$ cat config.mk
export PLATFORM = sky130hd
export DESIGN_NAME = fraction_lowest_terms_unit
export DESIGN_NICKNAME = d
export VERILOG_FILES = /design/src/rtl/flt_pkg.sv /design/src/rtl/flt_div.sv /design/src/rtl/flt_seq.sv /design/src/rtl/fraction_lowest_terms_unit.sv
export SDC_FILE = /design/constraint.sdc
export NUM_CORES = 1
export LEC_CHECK = 0
export BUFFER_PORTS_ARGS = -buffer_cell sky130_fd_sc_hd__buf_2
export CORE_MARGIN = 2
export CORE_UTILIZATION = 61
export CTS_CLUSTER_SIZE = 8
export DETAILED_ROUTE_END_ITERATION = 6
export MAX_ROUTING_LAYER = met4
export PLACE_DENSITY = 0.81
export RECOVER_POWER = 100
export SLEW_MARGIN = 20
export SYNTH_ARGS = -nofsm -noshare
export SYNTH_HDL_FRONTEND = slang
export SYNTH_SLANG_ARGS = --single-unit
export TNS_END_PERCENT = 100
$ cat constraint.sdc
create_clock -name clk_i -period 7.9 [get_ports clk_i]
set_input_delay 0.79 -clock clk_i [delete_from_list [all_inputs] [get_ports clk_i]]
set_output_delay 0.79 -clock clk_i [all_outputs]
set_load 0.03 [all_outputs]
$ cat src/rtl/flt_pkg.sv
// shared types and constants for the fraction lowest-terms unit
// beat structs, divider request/response structs and sequencer states
// no dependencies
package flt_pkg;

  localparam int unsigned DataWidth = 32;
  localparam int unsigned CntWidth  = $clog2(DataWidth);
  localparam logic [DataWidth-1:0] HalfMax = {1'b0, {(DataWidth-1){1'b1}}};

  typedef struct packed {
    logic signed [DataWidth-1:0] num_in;
    logic signed [DataWidth-1:0] den_in;
  } in_beat_t;

  typedef struct packed {
    logic signed [DataWidth-1:0] num_out;
    logic [DataWidth-2:0]        den_out;
    logic                        div_error;
  } out_beat_t;

  typedef struct packed {
    logic                 start;
    logic [DataWidth-1:0] dividend;
    logic [DataWidth-1:0] divisor;
  } div_req_t;

  typedef struct packed {
    logic                 done;
    logic [DataWidth-1:0] quotient;
    logic [DataWidth-1:0] remainder;
  } div_rsp_t;

  typedef enum logic [2:0] {
    SEQ_IDLE,
    SEQ_GCD,
    SEQ_GCD_WAIT,
    SEQ_QN,
    SEQ_QN_WAIT,
    SEQ_QD,
    SEQ_QD_WAIT,
    SEQ_EMIT
  } seq_state_e;

endpackage

$ cat src/rtl/flt_div.sv
// shared restoring divider, one quotient bit per cycle
// gives quotient and remainder of two unsigned words
// depends on flt_pkg
module flt_div (
  input  logic            clk_i,
  input  logic            rst_ni,
  input  flt_pkg::div_req_t req_i,
  output flt_pkg::div_rsp_t rsp_o
);
  import flt_pkg::*;

  logic                 busy_q, busy_d;
  logic                 done_q, done_d;
  logic [CntWidth-1:0]  cnt_q, cnt_d;
  logic [DataWidth-1:0] rem_q, rem_d;
  logic [DataWidth-1:0] dvd_q, dvd_d;
  logic [DataWidth-1:0] dvs_q, dvs_d;
  logic [DataWidth:0]   rem_sh;
  logic [DataWidth:0]   diff;
  logic                 qbit;

  always_comb begin
    rem_sh = {rem_q, dvd_q[DataWidth-1]};
    diff   = rem_sh - {1'b0, dvs_q};
    qbit   = ~diff[DataWidth];
  end

  always_comb begin
    busy_d = busy_q;
    done_d = 1'b0;
    cnt_d  = cnt_q;
    rem_d  = rem_q;
    dvd_d  = dvd_q;
    dvs_d  = dvs_q;
    if (req_i.start) begin
      busy_d = 1'b1;
      cnt_d  = CntWidth'(DataWidth - 1);
      rem_d  = '0;
      dvd_d  = req_i.dividend;
      dvs_d  = req_i.divisor;
    end else if (busy_q) begin
      rem_d = qbit ? diff[DataWidth-1:0] : rem_sh[DataWidth-1:0];
      dvd_d = {dvd_q[DataWidth-2:0], qbit};
      cnt_d = cnt_q - 1'b1;
      if (cnt_q == '0) begin
        busy_d = 1'b0;
        done_d = 1'b1;
      end
    end
  end

  always_ff @(posedge clk_i or negedge rst_ni) begin
    if (!rst_ni) begin
      busy_q <= 1'b0;
      done_q <= 1'b0;
      cnt_q  <= '0;
    end else begin
      busy_q <= busy_d;
      done_q <= done_d;
      cnt_q  <= cnt_d;
    end
  end

  always_ff @(posedge clk_i) begin
    rem_q <= rem_d;
    dvd_q <= dvd_d;
    dvs_q <= dvs_d;
  end

  assign rsp_o.done      = done_q;
  assign rsp_o.quotient  = dvd_q;
  assign rsp_o.remainder = rem_q;

endmodule

$ cat src/rtl/flt_seq.sv
// sequencer: magnitudes, euclidean gcd loop and the two quotients
// drives the shared divider and forms the result beat
// depends on flt_pkg
module flt_seq (
  input  logic               clk_i,
  input  logic               rst_ni,
  input  logic               in_valid_i,
  input  flt_pkg::in_beat_t  in_data_i,
  output logic               busy_o,
  output logic               res_valid_o,
  output flt_pkg::out_beat_t res_data_o,
  input  logic               res_ready_i,
  output flt_pkg::div_req_t  div_req_o,
  input  flt_pkg::div_rsp_t  div_rsp_i
);
  import flt_pkg::*;

  seq_state_e state_q, state_d;

  logic [DataWidth-1:0] nmag_q, nmag_d;
  logic [DataWidth-1:0] dmag_q, dmag_d;
  logic [DataWidth-1:0] a_q, a_d;
  logic [DataWidth-1:0] b_q, b_d;
  logic [DataWidth-1:0] rn_q, rn_d;
  logic [DataWidth-1:0] rd_q, rd_d;
  logic                 neg_q, neg_d;
  logic                 err_q, err_d;

  logic                 n_neg, d_neg;
  logic [DataWidth-1:0] n_mag, d_mag;

  always_comb begin
    n_neg = in_data_i.num_in[DataWidth-1];
    d_neg = in_data_i.den_in[DataWidth-1];
    n_mag = n_neg ? (~in_data_i.num_in + 1'b1) : in_data_i.num_in;
    d_mag = d_neg ? (~in_data_i.den_in + 1'b1) : in_data_i.den_in;
  end

  // next state
  always_comb begin
    state_d = state_q;
    unique case (state_q)
      SEQ_IDLE: begin
        if (in_valid_i) begin
          state_d = (d_mag == '0) ? SEQ_EMIT : SEQ_GCD;
        end
      end
      SEQ_GCD:      state_d = (b_q == '0) ? SEQ_QN : SEQ_GCD_WAIT;
      SEQ_GCD_WAIT: if (div_rsp_i.done) state_d = SEQ_GCD;
      SEQ_QN:       state_d = SEQ_QN_WAIT;
      SEQ_QN_WAIT:  if (div_rsp_i.done) state_d = SEQ_QD;
      SEQ_QD:       state_d = SEQ_QD_WAIT;
      SEQ_QD_WAIT:  if (div_rsp_i.done) state_d = SEQ_EMIT;
      SEQ_EMIT:     if (res_ready_i) state_d = SEQ_IDLE;
      default:      state_d = SEQ_IDLE;
    endcase
  end

  // divider requests and datapath updates
  always_comb begin
    div_req_o.start    = 1'b0;
    div_req_o.dividend = a_q;
    div_req_o.divisor  = b_q;
    nmag_d = nmag_q;
    dmag_d = dmag_q;
    a_d    = a_q;
    b_d    = b_q;
    rn_d   = rn_q;
    rd_d   = rd_q;
    neg_d  = neg_q;
    err_d  = err_q;
    unique case (state_q)
      SEQ_IDLE: begin
        if (in_valid_i) begin
          nmag_d = n_mag;
          dmag_d = d_mag;
          a_d    = n_mag;
          b_d    = d_mag;
          neg_d  = n_neg ^ d_neg;
          err_d  = (d_mag == '0);
        end
      end
      SEQ_GCD: begin
        div_req_o.start = (b_q != '0);
      end
      SEQ_GCD_WAIT: begin
        if (div_rsp_i.done) begin
          a_d = b_q;
          b_d = div_rsp_i.remainder;
        end
      end
      SEQ_QN: begin
        div_req_o.start    = 1'b1;
        div_req_o.dividend = nmag_q;
        div_req_o.divisor  = a_q;
      end
      SEQ_QN_WAIT: begin
        if (div_rsp_i.done) rn_d = div_rsp_i.quotient;
      end
      SEQ_QD: begin
        div_req_o.start    = 1'b1;
        div_req_o.dividend = dmag_q;
        div_req_o.divisor  = a_q;
      end
      SEQ_QD_WAIT: begin
        if (div_rsp_i.done) rd_d = div_rsp_i.quotient;
      end
      SEQ_EMIT: begin
      end
      default: begin
      end
    endcase
  end

  // result beat with sign and saturation
  always_comb begin
    res_valid_o = (state_q == SEQ_EMIT);
    busy_o      = (state_q != SEQ_IDLE);
    if (err_q) begin
      res_data_o.num_out   = '0;
      res_data_o.den_out   = '0;
      res_data_o.div_error = 1'b1;
    end else begin
      res_data_o.div_error = 1'b0;
      res_data_o.den_out   = rd_q[DataWidth-1] ? HalfMax[DataWidth-2:0]
                                               : rd_q[DataWidth-2:0];
      if (neg_q && (rn_q != '0)) begin
        res_data_o.num_out = ~rn_q + 1'b1;
      end else begin
        res_data_o.num_out = rn_q[DataWidth-1] ? HalfMax : rn_q;
      end
    end
  end

  always_ff @(posedge clk_i or negedge rst_ni) begin
    if (!rst_ni) begin
      state_q <= SEQ_IDLE;
    end else begin
      state_q <= state_d;
    end
  end

  always_ff @(posedge clk_i) begin
    nmag_q <= nmag_d;
    dmag_q <= dmag_d;
    a_q    <= a_d;
    b_q    <= b_d;
    rn_q   <= rn_d;
    rd_q   <= rd_d;
    neg_q  <= neg_d;
    err_q  <= err_d;
  end

endmodule

$ cat src/rtl/fraction_lowest_terms_unit.sv
// fraction lowest-terms unit, top level with the output register
// instantiates flt_seq and flt_div, depends on flt_pkg
//
// usage:
//   input channel in_valid_i / in_stall_o carries a numerator and a
//   denominator per beat; output channel out_valid_o / out_stall_i carries
//   the reduced numerator, positive denominator and a zero-divide flag.
//   a beat moves on a rising edge where valid is high and stall is low.
//   one input beat yields exactly one output beat.
// operation:
//   the gcd is found by repeated remainder on one shared bit-serial
//   divider, then the same divider forms both quotients. the number of
//   remainder steps is at most about 46 for 32-bit words. a zero
//   denominator skips the divider and goes straight to the result.
//   in_stall_o is high for the whole time one item is in work.
// reset and stall:
//   reset empties the sequencer and the output register. while the
//   receiver stalls, the held output beat stays put, the next item may
//   still be taken and worked on, and its result waits in the sequencer.
module fraction_lowest_terms_unit (
  input  logic               clk_i,
  input  logic               rst_ni,
  input  logic               in_valid_i,
  output logic               in_stall_o,
  input  flt_pkg::in_beat_t  in_data_i,
  output logic               out_valid_o,
  input  logic               out_stall_i,
  output flt_pkg::out_beat_t out_data_o
);
  import flt_pkg::*;

  logic      busy;
  logic      res_valid;
  logic      res_ready;
  out_beat_t res_data;
  div_req_t  div_req;
  div_rsp_t  div_rsp;

  logic      out_valid_q, out_valid_d;
  out_beat_t out_data_q, out_data_d;

  flt_seq u_seq (
    .clk_i       (clk_i),
    .rst_ni      (rst_ni),
    .in_valid_i  (in_valid_i),
    .in_data_i   (in_data_i),
    .busy_o      (busy),
    .res_valid_o (res_valid),
    .res_data_o  (res_data),
    .res_ready_i (res_ready),
    .div_req_o   (div_req),
    .div_rsp_i   (div_rsp)
  );

  flt_div u_div (
    .clk_i  (clk_i),
    .rst_ni (rst_ni),
    .req_i  (div_req),
    .rsp_o  (div_rsp)
  );

  assign in_stall_o = busy;
  assign res_ready  = !out_valid_q || !out_stall_i;

  always_comb begin
    out_valid_d = (res_valid && res_ready) || (out_valid_q && out_stall_i);
    out_data_d  = (res_valid && res_ready) ? res_data : out_data_q;
  end

  always_ff @(posedge clk_i or negedge rst_ni) begin
    if (!rst_ni) begin
      out_valid_q <= 1'b0;
    end else begin
      out_valid_q <= out_valid_d;
    end
  end

  always_ff @(posedge clk_i) begin
    out_data_q <= out_data_d;
  end

  assign out_valid_o = out_valid_q;
  assign out_data_o  = out_data_q;

`ifndef SYNTHESIS
  a_err_zero: assert property (@(posedge clk_i) disable iff (!rst_ni)
    out_valid_o && out_data_o.div_error |->
      (out_data_o.num_out == '0) && (out_data_o.den_out == '0))
    else $error("error beat with nonzero fraction");

  a_den_pos: assert property (@(posedge clk_i) disable iff (!rst_ni)
    out_valid_o && !out_data_o.div_error |-> (out_data_o.den_out != '0))
    else $error("zero denominator without error flag");

  a_busy_after_accept: assert property (@(posedge clk_i) disable iff (!rst_ni)
    in_valid_i && !in_stall_o |=> in_stall_o)
    else $error("input not stalled after accepted beat");
`endif

endmodule
* Word level (Yosys, flattened, before mapping)
Index checks and enable logic that the tools add are counted.
Storage, ports and cells: bits in registers 365, bits of input ports 68, output and inout port bits 66, logic and storage cells 96
Cells by class: add/subtract/negate cells 5, eq/ne operators 12, muxes and demuxes 33, bitwise gates (word level) 5, reduce and logical (&&, ||, !) cells 22
Operators with widths (number):
- 2-to-1 mux 32 bit | 10
- one-hot mux 32 bit (2 select lines) | 2
- one-hot mux 64 bit (2 select lines) | 1
- adder 32 x 1 -> 32 bit (second input constant) | 3
- NOT 32 bit | 3
- logical NOT 32 bit | 2
- nonzero test 32 bit | 2
- 2-to-1 mux 31 bit | 2
- subtractor 33 x 32 -> 33 bit | 1
- one-hot mux 3 bit (8 select lines) | 1
- 2-to-1 mux 3 bit | 6
- equality test 3 bit (second input constant) | 4
- 2-to-1 mux 5 bit | 2
- 2-to-1 mux 1 bit | 8
- inequality test 2 x 1 -> 1 bit (second input constant) | 4
- equality test 3 x 2 -> 1 bit (second input constant) | 2
- AND reduction 2 bit | 3
- logical NOT 5 bit | 1
- AND reduction 5 bit | 1
- subtractor 5 x 1 -> 5 bit (second input constant) | 1
- nonzero test 2 bit | 2
- equality test 3 x 1 -> 1 bit (second input constant) | 1
- logical AND 1 bit | 3
- logical NOT 3 bit | 1
- 9 further kinds | 11

* Depth between registers and ports, before layout
depth in word-level cells 7, depth in mapped cells 12, depth with buffers taken out 11

* Modules after synthesis
A second synthesis with hierarchy kept.
Second synthesis, totals: cells, all modules 1727, area total of the unflattened synthesis 18898.1 µm²
By module, submodules not included:
- flt_seq | times used 1, cells each 1058, area each 10822.9 µm², seq. area each 5900.7 µm²
- flt_div | times used 1, cells each 601, area each 6105.9 µm², seq. area each 2737.6 µm²
- fraction_lowest_terms_unit | times used 1, cells each 68, area each 1969.4 µm², seq. area each 1946.9 µm²

* Worst setup path after synthesis
No wires, ideal clock.
path kind register -> register, from register u_seq.state_q[1], to register u_seq.a_q[0], enable pin, arrival time 5239 ps, slack 2096 ps, cell stages (with the launch flop) 5, cells stage by stage dfrtp_1 clkbuf_1 clkbuf_1 mux2i_1 nor3_1
On the way: cells in the longest elaborated chain, start to end 3, elaborated cells between the ends (all ways) 6, those cells by class 3 x eq/ne; 3 x reduce/logical
RTL lines:
- start, declared | RTL line flt_seq.sv:18 | seq_state_e state_q, state_d;
- start signal, assigned | RTL line flt_seq.sv:139 | state_q <= state_d;
- equality test 3 x 2 -> 1 bit / logical NOT 3 bit (equally long branches) | RTL line flt_seq.sv:72 | unique case (state_q)
- inequality test 2 x 1 -> 1 bit (no line) (tied with other cells)
- AND reduction 3 bit (no line) *
- end signal, assigned | RTL line flt_seq.sv:146 | a_q <= a_d;
- end, declared | RTL line flt_seq.sv:22 | logic [DataWidth-1:0] a_q, a_d;
Mark *: on every way between the ends. The rest lies on a longest branch, timed or not. A chain may end at the register's enable or synchronous reset.

* Final worst setup path
from register u_seq.state_q[0], to register u_div.dvd_q[22], data pin
On the way: cells in the longest elaborated chain, start to end 4, elaborated cells between the ends (all ways) 7, those cells by class 3 x eq/ne; 3 x mux; 1 x reduce/logical
RTL lines:
- equality test 3 x 2 -> 1 bit / equality test 3 bit (equally long branches) | RTL line flt_seq.sv:72
- OR reduction 2 bit (no line)
- one-hot mux 1 bit (2 select lines) | RTL line flt_seq.sv:72
- 2-to-1 mux 32 bit * | RTL line flt_div.sv:35 | if (req_i.start) begin
- via u_div.dvd_d[22] | RTL line flt_div.sv:16 | logic [DataWidth-1:0] dvd_q, dvd_d;
- end signal, assigned | RTL line flt_div.sv:66 | dvd_q <= dvd_d;
- end, declared | RTL line flt_div.sv:16
Mark *: on every way through the listed nets, which the timed path passes. The rest lies on a longest branch.

==> results by group <==
Min path
  • Worst min path class: primary input to asynchronous set/reset pin

Pwr
  • P per Cell Area: 202 nW/um2
  • P_leak: 6.73 nW
  • Worst VDD drop: 0.000130 V

STA
  • Max Freq: 0.186 GHz
  • Max Slew Vio Count: 625
  • RSZ-0062 raised after global routing: false
  • Worst Max-Slew Pin Slew: 3.68 ns
  • Relative slew slack: -146%
  • Worst setup margin: 2.53 ns
  • Fin crit share: 68.0%
  • Post-route minimum period: 5.37 ns
  • Setup_tns: 0 ns
  • Final Hold Fails: 0
  • Final setup violation count: 0
  • Worst clock skew: 0.0142 ns

Setup path
  • CP dominant cell by count: clkbuf_1
  • Crit path capture type: flop
  • Startpoint types: flop
  • Slowest-stage cell, CP: clkbuf_1
  • Worst path arrival time: 5.64 ns
  • Req. time, crit path: 8.17 ns
  • Critical path fanouts, max: 64
  • Crit Path Class: flop to flop
  • Max incr delay on CP: 1.20 ns
  • CP Cell Sequence: inv_1, nor3_1, clkbuf_1, nor2_4, clkbuf_1, a221oi_1, o21ai_0

Logic synthesis
  • Post-synthesis average cell area: 11.3 um2
  • Syn Inst Count: 1642
  • Largest family of logic cells by synthesized area: simple AND/OR/NAND/NOR gates
  • Synth Area in Simple Gates: 13.2%
  • FF+latch count, synth: 365
  • Net Count, Synth: 1748
  • Fraction of the mapped netlist area in adder cells: 2.59%
  • Synth Area in Compound Gates: 13.1%
  • XOR/XNOR share of the synthesized area: 4.28%
  • Ys async rst share: 3.01%
  • Multiplexer share of the synthesized area: 6.77%
  • EDFF count, synth: 322
  • Synth warn: 0
  • Synth unique cells: 78
  • Mapped Area: 18600 um2
  • Post-synthesis sequential area ratio: 56.8%
  • Prevailing post-synth register cell: edfxtp_1

CTS
  • Post-cts repair resize count: 0
  • Later-pin clock latency in the skew report: 0.56 ns
  • H-Tree Depth: 2
  • Largest buffer count on any clock path: 3
  • CTS buffer count: 51
  • CTS root buffer: clkbuf_16
  • CTS tree: built
  • CTS Sinks: 365
  • Cts hold-fix bufs: 0
  • Buffer count from post-CTS setup fixing: 0
  • Clk slew on worst S/H paths: 0.06 ns

Die
  • Core area: 29900 um2
  • Die height: 179 um
  • Die area: 32000 um2
  • Site row count: 63
  • Io pins: 134
  • Initial Util: 62.4%
  • Die width: 179 um

Global route
  • Initial antenna violation count: 0
  • Largest net degree at the start of global routing: 77
  • First-pass GRT wire length: 73.8 mm
  • Vias in the first global route: 13152
  • Grt ovf: 0
  • GRT Overall Usage: 30.8%

Place
  • RD Place Congestion: 0.976
  • Buffers on Ports: 133
  • Post-DP HPWL: 32.8 mm
  • Pre-CTS WS: 4.13 ns

Run status
  • Status: finished with violations
  • Failing checks: max-capacitance violations, max-slew violations

Routing
  • Via-per-instance ratio: 6.46
  • Number of routed nets with antenna violations: 0
  • DRC: 0
  • Routed WL: 47.4 mm
  • Via Count: 14060
  • WL per Instance: 21.8 um
  • First-pass DRT Iterations: 7
  • Initial DRC count: 1542

Cells and area
  • Sequential standard cell area: 10600 um2
  • Layout cells sized above 1: 12.4%
  • Fill count: 2153
  • Multi-input logic area: 7410 um2
  • Fin nets: 1864
  • Area growth syn-to-layout: 11.9%
  • Final Core Density: 69.8%

Job
  • Max Cap Viol: 12
[per-layer routing]
layer	global-route usage, %	share of wire (%)	vias to the layer above
met5	-	0	-
met4	9.11	2.9	0
met3	4.90	9.0	116
met2	48.5	46	754
met1	41.9	42	6799
li1	-	-	6391
[worst paths after layout]
kind                              endpoint  depth (start not counted)              from  slack (ns)
min in group clk_i          u_seq.rn_q[10]                          0   u_div.dvd_q[10]        0.47
hold reg to reg             u_seq.rn_q[10]                          0   u_div.dvd_q[10]        0.47
hold / removal              u_div.cnt_q[1]                          1            rst_ni        0.26
setup reg to reg           u_div.dvd_q[22]                          7  u_seq.state_q[0]        2.53
max in group asynchronous     u_div.busy_q                          1            rst_ni        7.15
setup / recovery           u_div.dvd_q[22]                          7  u_seq.state_q[0]        2.53
[area by class of cell]
type | instances | share of cell area, %
flip-flops and latches | 365 | 50.8
multi-input cells | 1121 | 35.6
clock buffers | 79 | 6.63
repair buffers | 151 | 3.28
well taps | 390 | 2.34
inverters | 68 | 1.23
clock inverters | 3 | 0.174
diodes | 1 | 0.0120
[metrics by stage]
stage	std cells	area (um2)	total power, mW	hold slack [ns]
2_1_floorplan	1642	18600	2.22	0.424
3_3_place_gp	2094	19600	2.28	0.457
3_5_place_dp	2094	19600	2.29	0.467
4_1_cts	2176	21000	4.21	0.106
5_1_grt	2177	20800	4.31	0.292
6_report	2178	20800	4.20	0.260
[state kept, by name, indices dropped and copies added (netlist names), 32 cells and up]
register and cells:
u_seq.dmag_q 32, u_div.dvs_q 32, u_seq.nmag_q 32, u_div.rem_q 32
u_seq.rn_q 32, u_seq.a_q 32, u_div.dvd_q 32, u_seq.rd_q 32
u_seq.b_q 32, out_data_o 64
[layout by cell type, fill, tap and decap left out, drive strengths merged, types with 18 or more instances in the layout]
master	instances
or3	21
xor2	23
edfxtp	322
mux2	88
nand3	22
ha	37
nor4	28
mux2i	27
clkbuf	164
xnor2	68
o31ai	18
dfxtp	32
o21ai	113
nor3	46
buf	66
nand2	106
a21oi	89
inv	67
nor2	185
a221oi	32
[Yosys cell counts, drive strengths merged, types with 9 or more instances]
| cell type | count | area share, % |
|---|---|---|
| a211oi | 15 | 0.60 |
| o21ai | 113 | 3.0 |
| xor2 | 23 | 1.1 |
| a311oi | 9 | 0.42 |
| buf | 9 | 0.26 |
| a211o | 15 | 0.71 |
| or4 | 11 | 0.52 |
| a21oi | 89 | 2.4 |
| nor3 | 46 | 1.4 |
| dfrtp | 11 | 1.5 |
| nand2 | 106 | 2.1 |
| clkbuf | 79 | 1.6 |
| nand4 | 16 | 0.54 |
| edfxtp | 322 | 52 |
| and3 | 11 | 0.37 |
| nand2b | 17 | 0.57 |
| dfxtp | 32 | 3.4 |
| xnor2 | 68 | 3.2 |
| nor4 | 28 | 1.0 |
| a221oi | 32 | 1.5 |
| nor2 | 185 | 3.7 |
| mux2i | 27 | 1.5 |
| o41ai | 10 | 0.55 |
| or3 | 21 | 0.79 |
| a21o | 11 | 0.44 |
| a31oi | 17 | 0.57 |
| mux2 | 88 | 5.3 |
| nor2b | 10 | 0.38 |
| nand3 | 22 | 0.62 |
| o31ai | 18 | 0.78 |
| inv | 68 | 1.4 |
| ha | 37 | 2.5 |
[power by group]
group	switching (mW)	internal, mW	total [mW]
Clock	0.766	1.18	1.95
Combinational	0.0973	0.0633	0.161
Sequential	0.0000000000000000331	2.09	2.09
[kinds of logic after synthesis]
kind of cell / after synthesis
AO/OA/AOI/OAI: 374
buffers and inverters: 156
AND/OR/NAND/NOR: 503
flip-flops: 365
adder cells (fa/ha/maj): 38
multiplexers: 115
XOR/XNOR: 91
[worst max-delay path, delay by kind of cell, from the launching register on]
family | cells | cell delay (ns)
compound gates | 2 | 1.10
buf+inv | 3 | 2.44
flops | 1 | 0.56
simple gates | 2 | 0.96
No activity file was read; power rests on OpenSTA's default activity.
